### config.mk
export PLATFORM = sky130hd
export DESIGN_NAME = nttpm_mulmod
export DESIGN_NICKNAME = d
export VERILOG_FILES = /design/src/rtl/core/nttpm_pkg.sv /design/src/rtl/core/nttpm_mulmod.sv
export SDC_FILE = /design/constraint.sdc
export NUM_CORES = 1
export LEC_CHECK = 0
export ABC_AREA = 1
export BUFFER_PORTS_ARGS = -buffer_cell sky130_fd_sc_hd__buf_2
export CORE_AREA = 2 2 194 339
export DETAILED_ROUTE_END_ITERATION = 8
export DIE_AREA = 0 0 196 341
export PLACE_DENSITY = 0.65
export REMOVE_ABC_BUFFERS = 1
export SLEW_MARGIN = 15
export SYNTH_ARGS = -nofsm -noshare
export SYNTH_HDL_FRONTEND = slang
export SYNTH_SLANG_ARGS = --single-unit
### constraint.sdc
create_clock -name clock -period 5.84 [get_ports clock]
set_input_delay 0 -clock clock [delete_from_list [all_inputs] [get_ports clock]]
set_output_delay 0 -clock clock [all_outputs]
set_load 0.01 [all_outputs]
### src/rtl/core/nttpm_pkg.sv
// ----------------------------------------------------------------------------
// nttpm_pkg
// shared types, constants and modular helpers of the ntt polynomial core
// ----------------------------------------------------------------------------
package nttpm_pkg;

   localparam int MAX_LOG2_SIZE = 6;
   localparam int COEFF_BITS    = 63;
   localparam int DEPTH         = 1 << MAX_LOG2_SIZE;
   localparam int IDX_W         = MAX_LOG2_SIZE;
   localparam int CNT_W         = MAX_LOG2_SIZE + 1;
   localparam int STEP_W        = $clog2(COEFF_BITS);

   typedef logic [COEFF_BITS-1:0] coeff_type;
   typedef logic [IDX_W-1:0]      idx_type;
   typedef logic [CNT_W-1:0]      cnt_type;
   typedef logic [2:0]            log2_type;
   typedef logic [2:0]            csr_index_type;
   typedef logic [1:0]            func_type;

   // register indexes
   localparam csr_index_type CSR_MODULUS      = 3'd0;
   localparam csr_index_type CSR_LOG2_SIZE    = 3'd1;
   localparam csr_index_type CSR_OMEGA        = 3'd2;
   localparam csr_index_type CSR_OMEGA_INV    = 3'd3;
   localparam csr_index_type CSR_PSI          = 3'd4;
   localparam csr_index_type CSR_PSI_INV      = 3'd5;
   localparam csr_index_type CSR_SIZE_INVERSE = 3'd6;

   // operation codes
   localparam func_type FUNC_FORWARD  = 2'd0;
   localparam func_type FUNC_INVERSE  = 2'd1;
   localparam func_type FUNC_MULTIPLY = 2'd2;

   localparam coeff_type RST_MODULUS = coeff_type'(12289);
   localparam log2_type  RST_LOG2    = log2_type'(6);
   localparam coeff_type COEFF_ONE   = coeff_type'(1);

   typedef enum logic [4:0] {
      ST_LOAD,
      ST_PHASE,
      ST_CONST,
      ST_CONST_DONE,
      ST_ROOT,
      ST_ROOT_SQ,
      ST_EL_RD,
      ST_EL_GO,
      ST_EL_WR,
      ST_EL_PW,
      ST_PERM_RD,
      ST_PERM_W1,
      ST_PERM_W2,
      ST_BF_RD,
      ST_BF_GO,
      ST_BF_WR1,
      ST_BF_WR2,
      ST_BF_W,
      ST_OUT_RD,
      ST_OUT_LD,
      ST_OUT_WAIT,
      ST_MWAIT
   } state_type;

   typedef enum logic [3:0] {
      PH_RED_A,
      PH_RED_B,
      PH_TW_A,
      PH_TW_B,
      PH_FWD_A,
      PH_FWD_B,
      PH_POINT,
      PH_INV_A,
      PH_SCALE,
      PH_UNTW,
      PH_OUT
   } phase_type;

   typedef struct packed {
      logic      start;
      coeff_type a;
      coeff_type b;
   } mul_cmd_type;

   typedef struct packed {
      logic      done;
      coeff_type res;
   } mul_sts_type;

   function automatic coeff_type add_mod(coeff_type a, coeff_type b, coeff_type q);
      logic [COEFF_BITS:0] s;
      s = {1'b0, a} + {1'b0, b};
      return (s >= {1'b0, q}) ? coeff_type'(s - {1'b0, q}) : coeff_type'(s);
   endfunction

   function automatic coeff_type sub_mod(coeff_type a, coeff_type b, coeff_type q);
      return (a >= b) ? a - b : a + (q - b);
   endfunction

   // reverse the low bits of an index
   function automatic idx_type bit_rev(idx_type i, log2_type bits);
      idx_type r;
      for (int k = 0; k < IDX_W; k++) begin
         r[k] = i[IDX_W-1-k];
      end
      return r >> (MAX_LOG2_SIZE - int'(bits));
   endfunction

endpackage

### src/rtl/core/nttpm_mulmod.sv
// ----------------------------------------------------------------------------
// nttpm_mulmod
// bit-serial modular multiplier, one bit of b per cycle, a canonical
// ----------------------------------------------------------------------------
module nttpm_mulmod (
   input  logic                 clock,
   input  logic                 reset,
   input  nttpm_pkg::coeff_type q,
   input  nttpm_pkg::mul_cmd_type cmd,
   output nttpm_pkg::mul_sts_type sts
);
   import nttpm_pkg::*;

   coeff_type           a_ff, a_in;
   coeff_type           b_ff, b_in;
   coeff_type           r_ff, r_in;
   logic [STEP_W-1:0]   cnt_ff, cnt_in;
   logic                busy_ff, busy_in;
   logic                done_ff, done_in;
   logic [COEFF_BITS:0] qx, dbl, red1, sum;

   always_comb begin
      qx   = {1'b0, q};
      dbl  = {r_ff, 1'b0};
      red1 = (dbl >= qx) ? dbl - qx : dbl;
      sum  = red1 + (b_ff[COEFF_BITS-1] ? {1'b0, a_ff} : '0);
   end

   always_comb begin
      a_in    = a_ff;
      b_in    = b_ff;
      r_in    = r_ff;
      cnt_in  = cnt_ff;
      busy_in = busy_ff;
      done_in = 1'b0;
      if (cmd.start) begin
         a_in    = cmd.a;
         b_in    = cmd.b;
         r_in    = '0;
         cnt_in  = STEP_W'(COEFF_BITS - 1);
         busy_in = 1'b1;
      end else if (busy_ff) begin
         // double, then add a when the bit is set
         r_in   = (sum >= qx) ? coeff_type'(sum - qx) : coeff_type'(sum);
         b_in   = b_ff << 1;
         cnt_in = cnt_ff - 1'b1;
         if (cnt_ff == '0) begin
            busy_in = 1'b0;
            done_in = 1'b1;
         end
      end
   end

   always_ff @(posedge clock) begin
      a_ff   <= a_in;
      b_ff   <= b_in;
      r_ff   <= r_in;
      cnt_ff <= cnt_in;
      if (reset) begin
         busy_ff <= 1'b0;
         done_ff <= 1'b0;
      end else begin
         busy_ff <= busy_in;
         done_ff <= done_in;
      end
   end

   assign sts.done = done_ff;
   assign sts.res  = r_ff;

endmodule

==> results of run 1 <==
through the flow:
stage	cells	TNS (ns)	util
3_5_place_dp	5974	-89.89	0.528
3_3_place_gp	5974	-85.57	0.528
2_1_floorplan	3731	-170.77	-
4_1_cts	6214	-22.37	0.608
cells by family after synthesis:
group / after synthesis / synth area share
multiplexers: 1 / 0.000438
XOR/XNOR: 135 / 0.0518
AO/OA/AOI/OAI: 582 / 0.141
buffers and inverters: 725 / 0.122
adder cells (fa/ha/maj): 194 / 0.107
AND/OR/NAND/NOR: 1964 / 0.350
flip-flops: 197 / 0.228
per-layer routing:
layer  overflow  track usage
met1          0        0.393
met2          5        0.704
met3          0        0.115
met4          0        0.487
met5          0            0
what timing repair did:
action	CTS
buffers inserted	71
pin swaps	93
endpoints found under the hold margin	138
hold buffers	128
endpoints found under the setup margin	63
resized for setup	572
cloned	10
==> flow_summary.ini, run 1 <==
[clock_tree]
cts.path.max_buffers = 2
htreeDepth = 4
numClockSinks = 197
cts_root_buffer = clkbuf_16
numCtsBuffers = 17

[place]
gp_congestion = 1.08
portBuffers = 255
hpwl_um = 103000
pre_cts_ws_ns = -1.46
placed_area_um2 = 33800

[logic_synthesis]
async_flop_share = 0
syn_inst = 3798
synth_ff_type = edfxtp_1
ys_top_cells_by_area = nand2_1 20%, edfxtp_1 17%, inv_1 11%, ha_1 10%, nor2_1 6.7%
synthTopCellsByCount = 1194 x nand2_1, 653 x inv_1, 410 x nor2_1
yosys.area.top_type = nand2_1
synthDominantCellAreaShare = 0.196
synth_cell_types = 48
ys_ff_latch = 197
postSynthAreaPerCell_um2 = 6.01
yosysSeqAreaShare = 0.228
synth_most_common_cell = nand2_1
synth_edf_count = 126
ys_warn_count = 0
synth_area_um2 = 22800

[global_routing]
grt.overflow.total = 5
grt_util_all_layers = 0.423
grt_max_degree = 67

[outcome]
error = [ERROR GRT-0232] Routing congestion too high. Check the congestion heatmap in the GUI.
status = did not finish
lastStage = 5_1_grt

[timing]
crit_endpoint = r_ff[54]$_SDFFE_PP0P_/D
worst-ep-kind = register input

[floorplanning]
die_height_um = 341
die_w_um = 196
ios = 256
rows = 123
start_util = 0.357
==> run 2, diff against run 1 <==
--- a/config.mk
+++ b/config.mk
@@ -7,10 +7,10 @@
 export LEC_CHECK = 0
 export ABC_AREA = 1
 export BUFFER_PORTS_ARGS = -buffer_cell sky130_fd_sc_hd__buf_2
-export CORE_AREA = 2 2 194 339
+export CORE_AREA = 2 2 333 335
 export DETAILED_ROUTE_END_ITERATION = 8
-export DIE_AREA = 0 0 196 341
-export PLACE_DENSITY = 0.65
+export DIE_AREA = 0 0 335 337
+export PLACE_DENSITY_LB_ADDON = 0.15
 export REMOVE_ABC_BUFFERS = 1
 export SLEW_MARGIN = 15
 export SYNTH_ARGS = -nofsm -noshare
==> constraint.sdc (replaced) <==
create_clock -name clock -period 7.59 [get_ports clock]
set_input_delay 0 -clock clock [delete_from_list [all_inputs] [get_ports clock]]
set_output_delay 0 -clock clock [all_outputs]
set_load 0.01 [all_outputs]
==> run 2 against run 1 <==
Effect of this change:
- the run now ends clean
- synthesized area stayed put
- synthesized cell count stayed put
==> flow_summary.ini, run 2 <==
[min_path]
min_path_cells = 2
min_path_type = primary input to flip-flop
min_to = a_ff[57]
min_from = cmd[120]

[logic_synthesis]
postSynthAreaPerCell_um2 = 6.01
synthDominantCellAreaShare = 0.196
async_flop_share = 0
synth_cell_types = 48
yosys.area.top_type = nand2_1
synth_most_common_cell = nand2_1
syn_inst = 3798
synth_ff_type = edfxtp_1
synth_area_um2 = 22800
synthTopCellsByCount = 1194 x nand2_1, 653 x inv_1, 410 x nor2_1
synth_edf_count = 126
yosysSeqAreaShare = 0.228
ys_top_cells_by_area = nand2_1 20%, edfxtp_1 17%, inv_1 11%, ha_1 10%, nor2_1 6.7%
ys_ff_latch = 197
ys_warn_count = 0

[critical_path]
ff2ff_setup_slack_ns = 0.42
reg2reg_from = r_ff[56]
crit_top_cell = nand2_1
r2r_end = r_ff[55]
arrival_ns = 7.59
cp-start-kind = flip-flop
end_kind = flip-flop
critical_path_class = flip-flop to flip-flop
ff2ff_path_depth = 39
max_stage_delay_ns = 0.43
required_ns = 8.01
timing.critical_path.fanout_max = 17
slowest_stage = o21ai_0

[clock_tree]
cts.path.max_buffers = 2
clk_latency_ns = 0.52
numClockSinks = 197
cts_root_buffer = clkbuf_16
cts_tree = yes
path_clk_slew_ns = 0.10
htreeDepth = 4
numCtsBuffers = 17

[global_routing]
grt.overflow.total = 0
grt_antenna_before_repair = 2
grt_pass1_wl_um = 169000
grt_util_all_layers = 0.204
grt_max_degree = 66
grt_util_met3 = 0.0202
met2_usage = 0.339
busiest_layer = met2
grt_pass1_vias = 26700
use_met1 = 0.271

[floorplanning]
dieArea_um2 = 113000
rows = 122
start_util = 0.208
core-area_um2 = 110000
die_height_um = 337
ios = 256
die_w_um = 335

[cells_and_area]
top_regs = a_ff x63, b_ff x63, r_ff x63
stdcell_count = 6017
drive_above_1_share = 0.176
layout.nets = 4961
layout_commonest_cell = nand2_1
area_delta_synth_final_pct = 36.1
most-common-layout-cells = 1190 x nand2_1, 651 x inv_1, 435 x buf_4, 393 x nor2_1, 270 x a21oi_1

[place]
gp_congestion = 0.984
hpwl_um = 101000
portBuffers = 255
place_inst = 5850

[routing]
drt_iter0_markers = 1730
drc_errors = 0
viasPerCell = 4.40
routed_wl_um = 117000
firstDrtPassIters = 6
antenna_left = 0
vias = 26500
wl_per_cell_um = 19.4

[timing]
layout_min_cycle_time_ns = 7.17
clock.fmax_ghz = 0.139
finalCritPeriodShare = 0.945
hold_viol = 0
max-slew-margin-rel = 0.397
clock-skew-final_ns = 0.0233
worst_slew_pin_slew_ns = 0.904
setup_viol = 0
slew_viol_final = 0

[outcome]
status = completed

[flow_run]
drv_cap = 0
==> run 2: timing repair <==
| action | 4_1_cts | 5_1_grt |
|---|---|---|
| setup endpoints to repair | 63 | 63 |
| pin swaps | 0 | 2 |
| resized for setup | 4 | 57 |
| endpoints found under the hold margin | 157 | 0 |
| hold buffers | 129 | 0 |
| buffers inserted | 0 | 2 |
| gates cloned | 1 | 0 |
==> run 2: worst max path at each step <==
stage / from / endpoint / slack, ns / cells after the start
4_1_cts: r_ff[28] / r_ff[37] / 0.06 / 45
5_1_grt: r_ff[22] / r_ff[16] / -0.004 / 46
2_1_floorplan: r_ff[48] / r_ff[0] / -0.96 / 44
3_5_place_dp: r_ff[28] / r_ff[60] / -0.17 / 42
6_report: r_ff[56] / r_ff[55] / 0.42 / 39
3_3_place_gp: r_ff[28] / r_ff[60] / -0.22 / 42
==> run 2: cell type report <==
class,instances,area (um2)
inverters,658,2470
clock buffers,17,425
flip-flops and latches,197,5210
clock inverters,15,211
repair buffers,825,5960
well taps,1426,1780
multi-input cells,2876,15000
diodes,3,7.51
fillers,12500,78500
==> run 2: layer usage <==
| metal | vias up | part of all wire |
|---|---|---|
| met5 | - | 0.000094 |
| met4 | 2 | 0.039 |
| met3 | 137 | 0.039 |
| met2 | 643 | 0.45 |
| met1 | 12100 | 0.47 |
| li1 | 13700 | - |
==> run 2: metrics by stage <==
stage | setup TNS, ns | util | setup WS [ns] | hold slack [ns] | area [um2]
5_1_grt | -0.00450 | 0.283 | -0.00450 | 0.163 | 31100
2_1_floorplan | -60.52 | - | -0.961 | 0.0691 | 22500
3_5_place_dp | -9.02 | 0.264 | -0.173 | 0.178 | 28900
6_report | 0 | 0.284 | 0.417 | 0.179 | 31100
4_1_cts | 0 | 0.282 | 0.0608 | 0.132 | 30900
3_3_place_gp | -12.24 | 0.264 | -0.225 | 0.179 | 28900
==> run 2: worst max-delay path, delay by kind of cell (launching register included) <==
family	cells	cell delay, ns
AOI/OAI and AO/OA	9	2.36
adders and majority gates	3	1.01
DFF	1	0.34
buffers and inverters	10	1.24
and+or+nand+nor	17	2.09
==> run 2: logic make-up after synthesis <==
group,after synthesis,synth area share
XOR/XNOR,135,0.0518
adder cells (fa/ha/maj),194,0.107
AND/OR/NAND/NOR,1964,0.350
AO/OA/AOI/OAI,582,0.141
multiplexers,1,0.000438
flip-flops,197,0.228
buffers and inverters,725,0.122
Power of run 2 is left out: the tool's default activity adds up to more than one toggle a clock period on the data nets, which glitch-free logic cannot reach.
